==> config.mk <==
export PLATFORM = sky130hd
export DESIGN_NAME = rf_blind_command_transmitter
export DESIGN_NICKNAME = d
export VERILOG_FILES = /design/src/rtl/rfbt_pkg.sv /design/src/rtl/rf_blind_command_transmitter.sv
export SDC_FILE = /design/constraint.sdc
export NUM_CORES = 2
export LEC_CHECK = 0
export BUFFER_PORTS_ARGS = -buffer_cell sky130_fd_sc_hd__buf_2
export CORE_ASPECT_RATIO = 0.75
export CORE_UTILIZATION = 50
export DETAILED_ROUTE_END_ITERATION = 12
export PLACE_DENSITY = 0.67
export RECOVER_POWER = 25
export SETUP_SLACK_MARGIN = 0.05
export SYNTH_ARGS = -nofsm -noshare
export SYNTH_HDL_FRONTEND = slang
export SYNTH_SLANG_ARGS = --single-unit
==> constraint.sdc <==
create_clock -name i_clk -period 7.3 [get_ports i_clk]
set_input_delay 0.73 -clock i_clk [delete_from_list [all_inputs] [get_ports i_clk]]
set_output_delay 0.73 -clock i_clk [all_outputs]
set_load 0.03 [all_outputs]
==> src/rtl/rfbt_pkg.sv <==
package rfbt_pkg;

    // sizing defaults
    localparam int DEF_QUEUE_DEPTH  = 8;
    localparam int DEF_REMOTE_SLOTS = 4;
    localparam int BLINDS           = 16;
    localparam int BLIND_W          = 4;

    // config port
    localparam int CFG_IDX_W  = 4;
    localparam int CFG_DATA_W = 20;

    localparam logic [CFG_IDX_W-1:0] CFG_SYNC_HALF     = 4'd0;
    localparam logic [CFG_IDX_W-1:0] CFG_HALF_BIT      = 4'd1;
    localparam logic [CFG_IDX_W-1:0] CFG_PREAMBLE      = 4'd2;
    localparam logic [CFG_IDX_W-1:0] CFG_FRAME_GAP     = 4'd3;
    localparam logic [CFG_IDX_W-1:0] CFG_SPACING       = 4'd4;
    localparam logic [CFG_IDX_W-1:0] CFG_FIRST_PAIRS   = 4'd5;
    localparam logic [CFG_IDX_W-1:0] CFG_LATER_PAIRS   = 4'd6;
    localparam logic [CFG_IDX_W-1:0] CFG_COUNTER_START = 4'd7;

    localparam logic [15:0] RST_SYNC_HALF     = 16'd295;
    localparam logic [15:0] RST_HALF_BIT      = 16'd640;
    localparam logic [15:0] RST_PREAMBLE      = 16'd6800;
    localparam logic [15:0] RST_FRAME_GAP     = 16'd25000;
    localparam logic [19:0] RST_SPACING       = 20'd500000;
    localparam logic [9:0]  RST_FIRST_PAIRS   = 10'd434;
    localparam logic [9:0]  RST_LATER_PAIRS   = 10'd59;
    localparam logic [15:0] RST_COUNTER_START = 16'h0410;

    // frame constants
    localparam logic [7:0] HDR_BYTE = 8'h81;
    localparam logic [7:0] SUM_SEED = 8'h2B;

    // waveform phases
    localparam logic [2:0] PH_IDLE     = 3'd0;
    localparam logic [2:0] PH_SYNC_HI  = 3'd1;
    localparam logic [2:0] PH_SYNC_LO  = 3'd2;
    localparam logic [2:0] PH_PREAMBLE = 3'd3;
    localparam logic [2:0] PH_LEAD_LO  = 3'd4;
    localparam logic [2:0] PH_BIT_A    = 3'd5;
    localparam logic [2:0] PH_BIT_B    = 3'd6;
    localparam logic [2:0] PH_GAP      = 3'd7;

    typedef struct packed {
        logic        command;
        logic [23:0] remote_id;
        logic [3:0]  blind_id;
        logic [7:0]  blind_command;
        logic [7:0]  repeat_count;
    } t_in_item;

    typedef struct packed {
        logic       pin_level;
        logic       busy_res;
        logic       queue_full;
        logic [3:0] pending;
    } t_out_item;

    typedef struct packed {
        logic [23:0] remote;
        logic [3:0]  blind;
        logic [7:0]  cmd;
        logic [7:0]  reps;
    } t_queued;

    typedef struct packed {
        logic [2:0]  phase;
        logic [15:0] dur;
        logic [9:0]  idx;
        logic [7:0]  frames;
        logic        first;
        logic        fin;
    } t_wave;

endpackage

==> src/rtl/rf_blind_command_transmitter.sv <==
// Blind remote transmitter. Each input item is either a tick (one microsecond of
// pin waveform) or a command to queue; both kinds are accepted one per clock and
// each returns one result item through an output register, so a result shows in the
// cycle after its item is accepted; the block stops taking items while that result is
// stalled. Sustained rate: one item per cycle; only a stalled output register
// stops intake. A queued command starts on a tick once the block is idle and the
// spacing after the previous command has run out; its rolling counter comes out of
// a per-remote counter memory in a read-modify-write pipeline that runs
// beside the waveform sequencer (the counter bytes are not on air for at least 33
// ticks after start, so the pipeline never shows). No clearing pass after reset:
// a remote slot marks its 16 counters stale when it is allocated and stale
// counters read as the start value latched at allocation.
module rf_blind_command_transmitter #(
    parameter int QUEUE_DEPTH  = rfbt_pkg::DEF_QUEUE_DEPTH,
    parameter int REMOTE_SLOTS = rfbt_pkg::DEF_REMOTE_SLOTS
) (
    input  logic                               i_clk,
    input  logic                               i_rst_n,
    // item in
    input  logic                               i_in_valid,
    output logic                               o_in_stall,
    input  rfbt_pkg::t_in_item                 i_in_item,
    // result out
    output logic                               o_out_valid,
    input  logic                               i_out_stall,
    output rfbt_pkg::t_out_item                o_out_item,
    // config writes
    input  logic                               i_cfg_valid,
    output logic                               o_cfg_ready,
    input  logic [rfbt_pkg::CFG_IDX_W-1:0]     i_cfg_index,
    input  logic [rfbt_pkg::CFG_DATA_W-1:0]    i_cfg_data
);
    import rfbt_pkg::*;

    localparam int QW        = (QUEUE_DEPTH > 1) ? $clog2(QUEUE_DEPTH) : 1;
    localparam int CW        = $clog2(QUEUE_DEPTH + 1);
    localparam int SW        = (REMOTE_SLOTS > 1) ? $clog2(REMOTE_SLOTS) : 1;
    localparam int CTR_DEPTH = REMOTE_SLOTS * BLINDS;
    localparam int AW        = SW + BLIND_W;

    // ------------------------------------------------------------------
    // config registers
    // ------------------------------------------------------------------
    logic [15:0] r_sync_half, r_half_bit, r_preamble, r_gap, r_ctr_start;
    logic [19:0] r_spacing_cfg;
    logic [9:0]  r_first_pairs, r_later_pairs;

    assign o_cfg_ready = 1'b1;

    always_ff @(posedge i_clk) begin
        if (!i_rst_n) begin
            r_sync_half   <= RST_SYNC_HALF;
            r_half_bit    <= RST_HALF_BIT;
            r_preamble    <= RST_PREAMBLE;
            r_gap         <= RST_FRAME_GAP;
            r_spacing_cfg <= RST_SPACING;
            r_first_pairs <= RST_FIRST_PAIRS;
            r_later_pairs <= RST_LATER_PAIRS;
            r_ctr_start   <= RST_COUNTER_START;
        end else if (i_cfg_valid) begin
            unique case (i_cfg_index)
                CFG_SYNC_HALF:     r_sync_half   <= i_cfg_data[15:0];
                CFG_HALF_BIT:      r_half_bit    <= i_cfg_data[15:0];
                CFG_PREAMBLE:      r_preamble    <= i_cfg_data[15:0];
                CFG_FRAME_GAP:     r_gap         <= i_cfg_data[15:0];
                CFG_SPACING:       r_spacing_cfg <= i_cfg_data;
                CFG_FIRST_PAIRS:   r_first_pairs <= i_cfg_data[9:0];
                CFG_LATER_PAIRS:   r_later_pairs <= i_cfg_data[9:0];
                CFG_COUNTER_START: r_ctr_start   <= i_cfg_data[15:0];
                default: ;
            endcase
        end
    end

    // ------------------------------------------------------------------
    // handshake: output register parts the two sides
    // ------------------------------------------------------------------
    logic r_out_valid;
    t_out_item r_out_item;
    logic in_acc, tick, enq;

    assign o_in_stall  = r_out_valid && i_out_stall;
    assign in_acc      = i_in_valid && !o_in_stall;
    assign tick        = in_acc && !i_in_item.command;
    assign enq         = in_acc && i_in_item.command;
    assign o_out_valid = r_out_valid;
    assign o_out_item  = r_out_item;

    // ------------------------------------------------------------------
    // state registers
    // ------------------------------------------------------------------
    logic [QW-1:0] r_head;
    logic [CW-1:0] r_count;
    t_queued       r_fifo [QUEUE_DEPTH];
    t_queued       r_head_item;      // prefetched copy of the head entry

    logic [2:0]  r_phase;
    logic [15:0] r_dur;
    logic [9:0]  r_idx;
    logic [7:0]  r_frames;
    logic        r_first;
    logic [19:0] r_spacing;
    logic [63:0] r_frame;

    logic [REMOTE_SLOTS-1:0] r_tag_valid;
    logic [23:0]             r_tag        [REMOTE_SLOTS];
    logic [15:0]             r_slot_start [REMOTE_SLOTS];
    logic [SW-1:0]           r_repl;

    logic [15:0]          r_ctr_mem [CTR_DEPTH];
    logic [CTR_DEPTH-1:0] r_live;    // counter written since slot allocation
    logic [15:0]          r_ctr_q;   // registered memory read
    logic                 r_s2_valid;
    logic [AW-1:0]        r_s2_addr;
    logic [7:0]           r_s2_sum;
    logic                 r_wb_valid;
    logic [AW-1:0]        r_wb_addr;
    logic [15:0]          r_wb_data;

    // ------------------------------------------------------------------
    // queue
    // ------------------------------------------------------------------
    logic          start, fifo_full, wr_en;
    logic [QW:0]   tail_sum;
    logic [QW-1:0] wr_addr, head_inc, n_head;
    logic [CW-1:0] n_count;
    t_queued       new_q;

    assign new_q     = '{remote: i_in_item.remote_id, blind: i_in_item.blind_id,
                         cmd: i_in_item.blind_command, reps: i_in_item.repeat_count};
    assign fifo_full = (r_count == CW'(QUEUE_DEPTH));
    assign wr_en     = enq && !fifo_full;
    assign start     = tick && (r_phase == PH_IDLE) && (r_spacing == '0) && (r_count != '0);

    always_comb begin
        tail_sum = {1'b0, r_head} + (QW+1)'(r_count);
        if (tail_sum >= (QW+1)'(QUEUE_DEPTH)) begin
            tail_sum = tail_sum - (QW+1)'(QUEUE_DEPTH);
        end
        wr_addr  = tail_sum[QW-1:0];
        head_inc = (r_head == QW'(QUEUE_DEPTH - 1)) ? '0 : r_head + QW'(1);
        n_head   = start ? head_inc : r_head;
        n_count  = r_count + CW'(wr_en) - CW'(start);
    end

    // ------------------------------------------------------------------
    // remote slot lookup (stage 1 of the counter pipeline)
    // ------------------------------------------------------------------
    logic          hit, has_free;
    logic [SW-1:0] hit_slot, free_slot, slot_sel, repl_inc;
    logic          alloc;
    logic [AW-1:0] ctr_addr;
    logic [7:0]    part_sum;

    always_comb begin
        hit       = 1'b0;
        hit_slot  = '0;
        has_free  = 1'b0;
        free_slot = '0;
        for (int s = 0; s < REMOTE_SLOTS; s++) begin
            if (!hit && r_tag_valid[s] && (r_tag[s] == r_head_item.remote)) begin
                hit      = 1'b1;
                hit_slot = SW'(s);
            end
            if (!has_free && !r_tag_valid[s]) begin
                has_free  = 1'b1;
                free_slot = SW'(s);
            end
        end
        slot_sel = hit ? hit_slot : (has_free ? free_slot : r_repl);
        alloc    = start && !hit;
        repl_inc = (r_repl == SW'(REMOTE_SLOTS - 1)) ? '0 : r_repl + SW'(1);
        ctr_addr = {slot_sel, r_head_item.blind};
        part_sum = SUM_SEED + r_head_item.cmd + {r_head_item.remote[19:16], r_head_item.blind}
                 + r_head_item.remote[15:8] + r_head_item.remote[7:0];
    end

    // stage 2: stale entries read the slot's start value, a write from the
    // previous cycle is forwarded past the memory
    logic [15:0] ctr_cur;
    logic [7:0]  ck_sum;

    always_comb begin
        if (!r_live[r_s2_addr]) begin
            ctr_cur = r_slot_start[r_s2_addr[AW-1:BLIND_W]];
        end else if (r_wb_valid && (r_wb_addr == r_s2_addr)) begin
            ctr_cur = r_wb_data;
        end else begin
            ctr_cur = r_ctr_q;
        end
        ck_sum = r_s2_sum + ctr_cur[15:8] + ctr_cur[7:0];
    end

    // ------------------------------------------------------------------
    // waveform sequencer; zero-length elements are jumped over directly
    // ------------------------------------------------------------------
    function automatic t_wave finish_w();
        t_wave w;
        w       = '0;
        w.phase = PH_IDLE;
        w.fin   = 1'b1;
        return w;
    endfunction

    function automatic t_wave enter_frame(input logic first_f, input logic [7:0] frames);
        t_wave w;
        logic [9:0] pairs;
        pairs    = first_f ? r_first_pairs : r_later_pairs;
        w        = '0;
        w.frames = frames;
        w.first  = first_f;
        if ((pairs != '0) && (r_sync_half != '0)) begin
            w.phase = PH_SYNC_HI;
            w.dur   = r_sync_half;
        end else if (r_preamble != '0) begin
            w.phase = PH_PREAMBLE;
            w.dur   = r_preamble;
        end else if (r_half_bit != '0) begin
            w.phase = PH_LEAD_LO;
            w.dur   = r_half_bit;
        end else if (r_gap != '0) begin
            w.phase = PH_GAP;
            w.dur   = r_gap;
        end else if (first_f && (frames > 8'd1) && (r_later_pairs != '0)
                     && (r_sync_half != '0)) begin
            // empty first frame, later frames carry only sync pairs
            w.phase  = PH_SYNC_HI;
            w.dur    = r_sync_half;
            w.frames = frames - 8'd1;
            w.first  = 1'b0;
        end else begin
            w = finish_w();
        end
        return w;
    endfunction

    function automatic t_wave frame_end(input t_wave w);
        logic [7:0] left;
        left = w.frames - 8'd1;
        return (left != '0) ? enter_frame(1'b0, left) : finish_w();
    endfunction

    function automatic t_wave to_gap(input t_wave w);
        t_wave n;
        n = w;
        if (r_gap != '0) begin
            n.phase = PH_GAP;
            n.dur   = r_gap;
            return n;
        end
        return frame_end(w);
    endfunction

    function automatic t_wave after_preamble(input t_wave w);
        t_wave n;
        n = w;
        if (r_half_bit != '0) begin
            n.phase = PH_LEAD_LO;
            n.dur   = r_half_bit;
            return n;
        end
        return to_gap(w);
    endfunction

    function automatic t_wave after_sync(input t_wave w);
        t_wave n;
        n = w;
        if (r_preamble != '0) begin
            n.phase = PH_PREAMBLE;
            n.dur   = r_preamble;
            return n;
        end
        return after_preamble(w);
    endfunction

    function automatic t_wave advance(input t_wave w);
        t_wave n;
        logic [9:0] pairs;
        pairs = w.first ? r_first_pairs : r_later_pairs;
        n     = w;
        unique case (w.phase)
            PH_SYNC_HI: begin
                n.phase = PH_SYNC_LO;
                n.dur   = r_sync_half;
            end
            PH_SYNC_LO: begin
                if (({1'b0, w.idx} + 11'd1) < {1'b0, pairs}) begin
                    n.phase = PH_SYNC_HI;
                    n.dur   = r_sync_half;
                    n.idx   = w.idx + 10'd1;
                end else begin
                    n = after_sync(w);
                end
            end
            PH_PREAMBLE: n = after_preamble(w);
            PH_LEAD_LO: begin
                n.phase = PH_BIT_A;
                n.dur   = r_half_bit;
                n.idx   = '0;
            end
            PH_BIT_A: begin
                n.phase = PH_BIT_B;
                n.dur   = r_half_bit;
            end
            PH_BIT_B: begin
                if (w.idx < 10'd63) begin
                    n.phase = PH_BIT_A;
                    n.dur   = r_half_bit;
                    n.idx   = w.idx + 10'd1;
                end else begin
                    n = to_gap(w);
                end
            end
            PH_GAP:  n = frame_end(w);
            default: n = finish_w();
        endcase
        return n;
    endfunction

    function automatic logic level_of(input logic [2:0] ph, input logic [9:0] idx);
        logic b;
        b = r_frame[~idx[5:0]];
        unique case (ph) inside
            PH_SYNC_HI, PH_PREAMBLE: return 1'b1;
            PH_BIT_A:                return ~b;
            PH_BIT_B:                return b;
            default:                 return 1'b0;
        endcase
    endfunction

    t_wave cur, nxt;
    logic  tick_level, tick_busy;

    always_comb begin
        cur = '{phase: r_phase, dur: r_dur, idx: r_idx, frames: r_frames,
                first: r_first, fin: 1'b0};
        if (start) begin
            cur = (r_head_item.reps == '0) ? finish_w()
                                           : enter_frame(1'b1, r_head_item.reps);
        end
        nxt        = cur;
        tick_level = 1'b0;
        tick_busy  = 1'b0;
        if (tick && (cur.phase != PH_IDLE)) begin
            tick_level = level_of(cur.phase, cur.idx);
            tick_busy  = 1'b1;
            if (cur.dur == 16'd1) begin
                nxt = advance(cur);
            end else begin
                nxt.dur = cur.dur - 16'd1;
            end
        end
    end

    // ------------------------------------------------------------------
    // control registers
    // ------------------------------------------------------------------
    always_ff @(posedge i_clk) begin
        if (!i_rst_n) begin
            r_out_valid <= 1'b0;
            r_head      <= '0;
            r_count     <= '0;
            r_phase     <= PH_IDLE;
            r_dur       <= '0;
            r_idx       <= '0;
            r_frames    <= '0;
            r_first     <= 1'b0;
            r_spacing   <= '0;
            r_tag_valid <= '0;
            r_repl      <= '0;
            r_s2_valid  <= 1'b0;
            r_wb_valid  <= 1'b0;
        end else begin
            if (in_acc) begin
                r_out_valid <= 1'b1;
            end else if (!i_out_stall) begin
                r_out_valid <= 1'b0;
            end
            r_head     <= n_head;
            r_count    <= n_count;
            r_s2_valid <= start;
            r_wb_valid <= r_s2_valid;
            if (tick) begin
                r_phase  <= nxt.phase;
                r_dur    <= nxt.dur;
                r_idx    <= nxt.idx;
                r_frames <= nxt.frames;
                r_first  <= nxt.first;
                if (nxt.fin) begin
                    r_spacing <= r_spacing_cfg;
                end else if ((r_phase == PH_IDLE) && (r_spacing != '0)) begin
                    r_spacing <= r_spacing - 20'd1;
                end
            end
            if (alloc) begin
                r_tag_valid[slot_sel] <= 1'b1;
                if (!has_free) begin
                    r_repl <= repl_inc;
                end
            end
        end
    end

    // ------------------------------------------------------------------
    // payload, memories and the counter pipeline
    // ------------------------------------------------------------------
    always_ff @(posedge i_clk) begin
        if (in_acc) begin
            r_out_item.queue_full <= enq && fifo_full;
            r_out_item.pending    <= 4'(n_count);
            if (enq) begin
                r_out_item.pin_level <= level_of(r_phase, r_idx);
                r_out_item.busy_res  <= (r_phase != PH_IDLE);
            end else begin
                r_out_item.pin_level <= tick_level;
                r_out_item.busy_res  <= tick_busy;
            end
        end

        if (wr_en) begin
            r_fifo[wr_addr] <= new_q;
        end
        r_head_item <= (wr_en && (wr_addr == n_head)) ? new_q : r_fifo[n_head];

        if (alloc) begin
            r_tag[slot_sel]        <= r_head_item.remote;
            r_slot_start[slot_sel] <= r_ctr_start;
        end

        r_ctr_q <= r_ctr_mem[ctr_addr];
        if (start) begin
            r_s2_addr      <= ctr_addr;
            r_s2_sum       <= part_sum;
            r_frame[63:48] <= {HDR_BYTE, r_head_item.cmd};
            r_frame[31:8]  <= {r_head_item.remote[19:16], r_head_item.blind,
                               r_head_item.remote[15:0]};
        end

        if (r_s2_valid) begin
            r_ctr_mem[r_s2_addr] <= ctr_cur + 16'd1;
            r_live[r_s2_addr]    <= 1'b1;
            r_frame[47:32]       <= ctr_cur;
            r_frame[7:0]         <= ck_sum;
        end
        r_wb_addr <= r_s2_addr;
        r_wb_data <= ctr_cur + 16'd1;

        // a new remote makes its whole counter row stale; wins over the write-back
        if (alloc) begin
            for (int b = 0; b < BLINDS; b++) begin
                r_live[{slot_sel, BLIND_W'(b)}] <= 1'b0;
            end
        end
    end

endmodule

==> qor.yml <==
status:
  status: "complete, but fails checks"
  violations: "max-capacitance violations, max-slew violations"
critical_path:
  critPathArrivalTime_ns: 7.58
  worst_setup_path_end_kind: "flip-flop"
  cp_top_family: "simple AND/OR/NAND/NOR gates"
  crit_buf_inv: 3
  worstSetupPathType: "flip-flop to flip-flop"
  path_max_fanout: 13
  max_stage_delay_ns: 0.48
  slowest_stage: "or3b_2"
  worst-r2r-setup-slack_ns: 0.45
  critPathRequiredTime_ns: 8.03
  start_kind: "flip-flop"
  cpMostUsedCell: "ha_1"
die:
  die_h_um: 352.7
  ios: 84
  fp.coreArea_um2: 162600
  start_util_pct: 50.43
  die_x_um: 469.5
  core.rowCount: 128
  dieArea_um2: 165600
timing:
  post-route-period-util_pct: 93.88
  worst_slew_pin_slew_ns: 3.873
  fin_tns_setup_ns: 0
  slew_viol_final: 216
  setup_viol: 0
  fin_skew_ns: 0.04319
  finalHoldViolations: 0
  grt_setup_unrepaired: "no"
  setup_slack_ns: 0.4467
  fmax_ghz: 0.1459
  relSlewSlack_pct: -158.2
  min_period_ns: 6.853
place:
  pre_cts_ws_ns: 0.6590
  gp_congestion: 0.9782
  hpwl_um: 145900
  port_buffers: 82
clock_tree:
  clk-insertion-delay-late_ns: 0.83
  h-tree-depth: 4
  clock-sinks: 1910
  cts_made_buffers: 179
  cts-hold-fix-buffers: 0
  postCtsSetupRepairBufs: 0
  clockBufferDepth: 3
  cts.clk_slew.worst_paths_ns: 0.07
  postCtsResizedCells: 0
  cts_tree: "yes"
  cts_root_buffer: "clkbuf_16"
detailed_routing:
  postRouteAntennaNets: 0
  wl_per_cell_um: 26.41
  drtPass1Iterations: 6
  totalWireLength_um: 236100
  vias: 55980
  drt_iter0_drc: 7788
  remaining_drc_errors: 0
  viasPerCell: 6.263
power_and_ir_drop:
  cellLeakagePower_uw: 0.03060
  ir_drop_uv: 350.5
  powerDensity_nw_per_um2: 359.1
logic_synthesis:
  synth_nets: 6719
  synth_cell_types: 97
  ys.flop_type: "edfxtp_1"
  yosysWarnings: 0
  syn_inst: 6571
  synth_edf_count: 1609
  syn_avg_cell_area_um2: 12.47
  seq_area_frac_synth_pct: 66.29
  synthArstFlopShare_pct: 0
  syn_area_um2: 81970
  ys_ff_latch: 1910
global_route:
  grt_overflow_total: 0
  grt_pass1_wl_um: 347600
  grt_pass1_vias: 51890
  grt_max_degree: 140
  antenna_found_initial: 6
  grtUsageTotal_pct: 28.00
finish:
  fillCellCount: 12960
  layout-drive-gt1-share_pct: 11.10
  nNetsFinal: 6792
  area_delta_synth_final_pct: 11.42
job:
  maxCapViolCount: 7
worst_hold_path:
  hold_path.class: "primary input to flip-flop"
## cells in the final DEF, fill, tap and decap left out, types with 52 or more instances in the layout
master,count
o21ai_0,103
xnor2_1,90
nand2_1,1457
nor2_1,362
a21oi_1,209
nand3_1,360
and3_1,154
buf_4,195
a31oi_1,111
a311oi_1,203
nor3_1,52
inv_1,96
dfxtp_1,298
clkbuf_1,124
mux2i_1,148
mux4_2,135
a21boi_0,52
edfxtp_1,1609
clkbuf_16,180
## cell type report
type                    count  area (µm²)  share of cell area [%]
diodes                      1       2.502                0.002740
clock buffers             230        4773                   5.226
clock inverters           100       973.4                   1.066
inverters                 102       397.9                  0.4356
multi-input cells        4134       26000                   28.46
flip-flops and latches   1910       54350                   59.51
well taps                2145        2684                   2.939
repair buffers            317        2151                   2.355
## synthesized netlist by cell type (all sizes together) (71+ instances only)
cell type | count | area share, %
edfxtp | 1609 | 59
nand2 | 1457 | 6.7
nor2 | 392 | 1.8
nand3 | 361 | 2.2
clkbuf | 354 | 1.6
dfxtp | 301 | 7.4
a21oi | 212 | 1.3
a311oi | 203 | 2.2
and3 | 154 | 1.2
mux2i | 153 | 1.9
mux4 | 135 | 3.7
o21ai | 113 | 0.69
a31oi | 111 | 0.85
inv | 100 | 0.46
xnor2 | 100 | 1.1
buf | 71 | 0.41
## per-layer routing
layer	up-vias	global-route usage (%)	wire length, µm
li1	24570	-	-
met1	27870	43.72	103200
met2	3145	39.54	100600
met3	398	5.770	26410
met4	0	7.294	5952
met5	-	0	0
## sequential cells by signal (all words and copies together), names as in the netlist, 7 cells and up, named ones only
name and count:
r_ctr_mem 1024, r_spacing 20, r_ctr_start 16, r_slot_start 64, r_later_pairs 10, r_preamble 16, r_gap 16, r_frame 52
r_spacing_cfg 20, r_wb_data 16, r_idx 10, r_first_pairs 10, r_fifo 352, o_out_item 7, r_sync_half 16, r_dur 16
r_half_bit 16, r_s2_sum 8, r_ctr_q 16, r_tag 96, r_live 64, r_frames 8
## path summary, 6_finish.rpt
path | depth (start not counted) | endpoint | start
setup / recovery | 27 | r_spacing[2] | r_count[2]
hold / removal | 2 | o_out_valid | i_in_valid
setup reg to reg | 27 | r_spacing[2] | r_count[2]
hold reg to reg | 2 | r_spacing[13] | r_spacing_cfg[13]
## report_power, final
part           switching, µW  leakage (µW)  internal [µW]  total [µW]
clock                   4140       0.00277           5110        9250
sequential               247        0.0169          13700       14000
combinational           6730        0.0109           2860        9590
total                  11100        0.0306          21700       32800
## kinds of logic (layout without fill, tap and decap cells)
logic type / count (synthesis) / count (layout) / share of synthesized area, %
and+or+nand+nor: 2635 / 2635 / 14.09
DFF: 1910 / 1910 / 66.29
buffers and inverters: 527 / 749 / 2.499
adders and majority gates: 74 / 74 / 1.340
xor gates and xnor gates: 154 / 154 / 1.645
muxes: 308 / 308 / 5.857
AOI/OAI and AO/OA: 962 / 962 / 8.269
other: 1 / 2 / 0.004575
## stage by stage
stage | instances | util, % | total power [µW] | area, µm² | hold WS [ns]
3_5_place_dp | 8608 | 52.76 | 23620 | 85770 | 0.4575
3_3_place_gp | 8608 | 52.76 | 23460 | 85770 | 0.4455
2_1_floorplan | 6571 | - | 19910 | 81970 | 0.3462
6_report | 8939 | 56.19 | 32790 | 91330 | 0.1306
5_1_grt | 8938 | 56.18 | 34080 | 91330 | 0.1125
4_1_cts | 8938 | 56.30 | 32790 | 91510 | 0.08478
No activity file was read; power rests on OpenSTA's default activity.
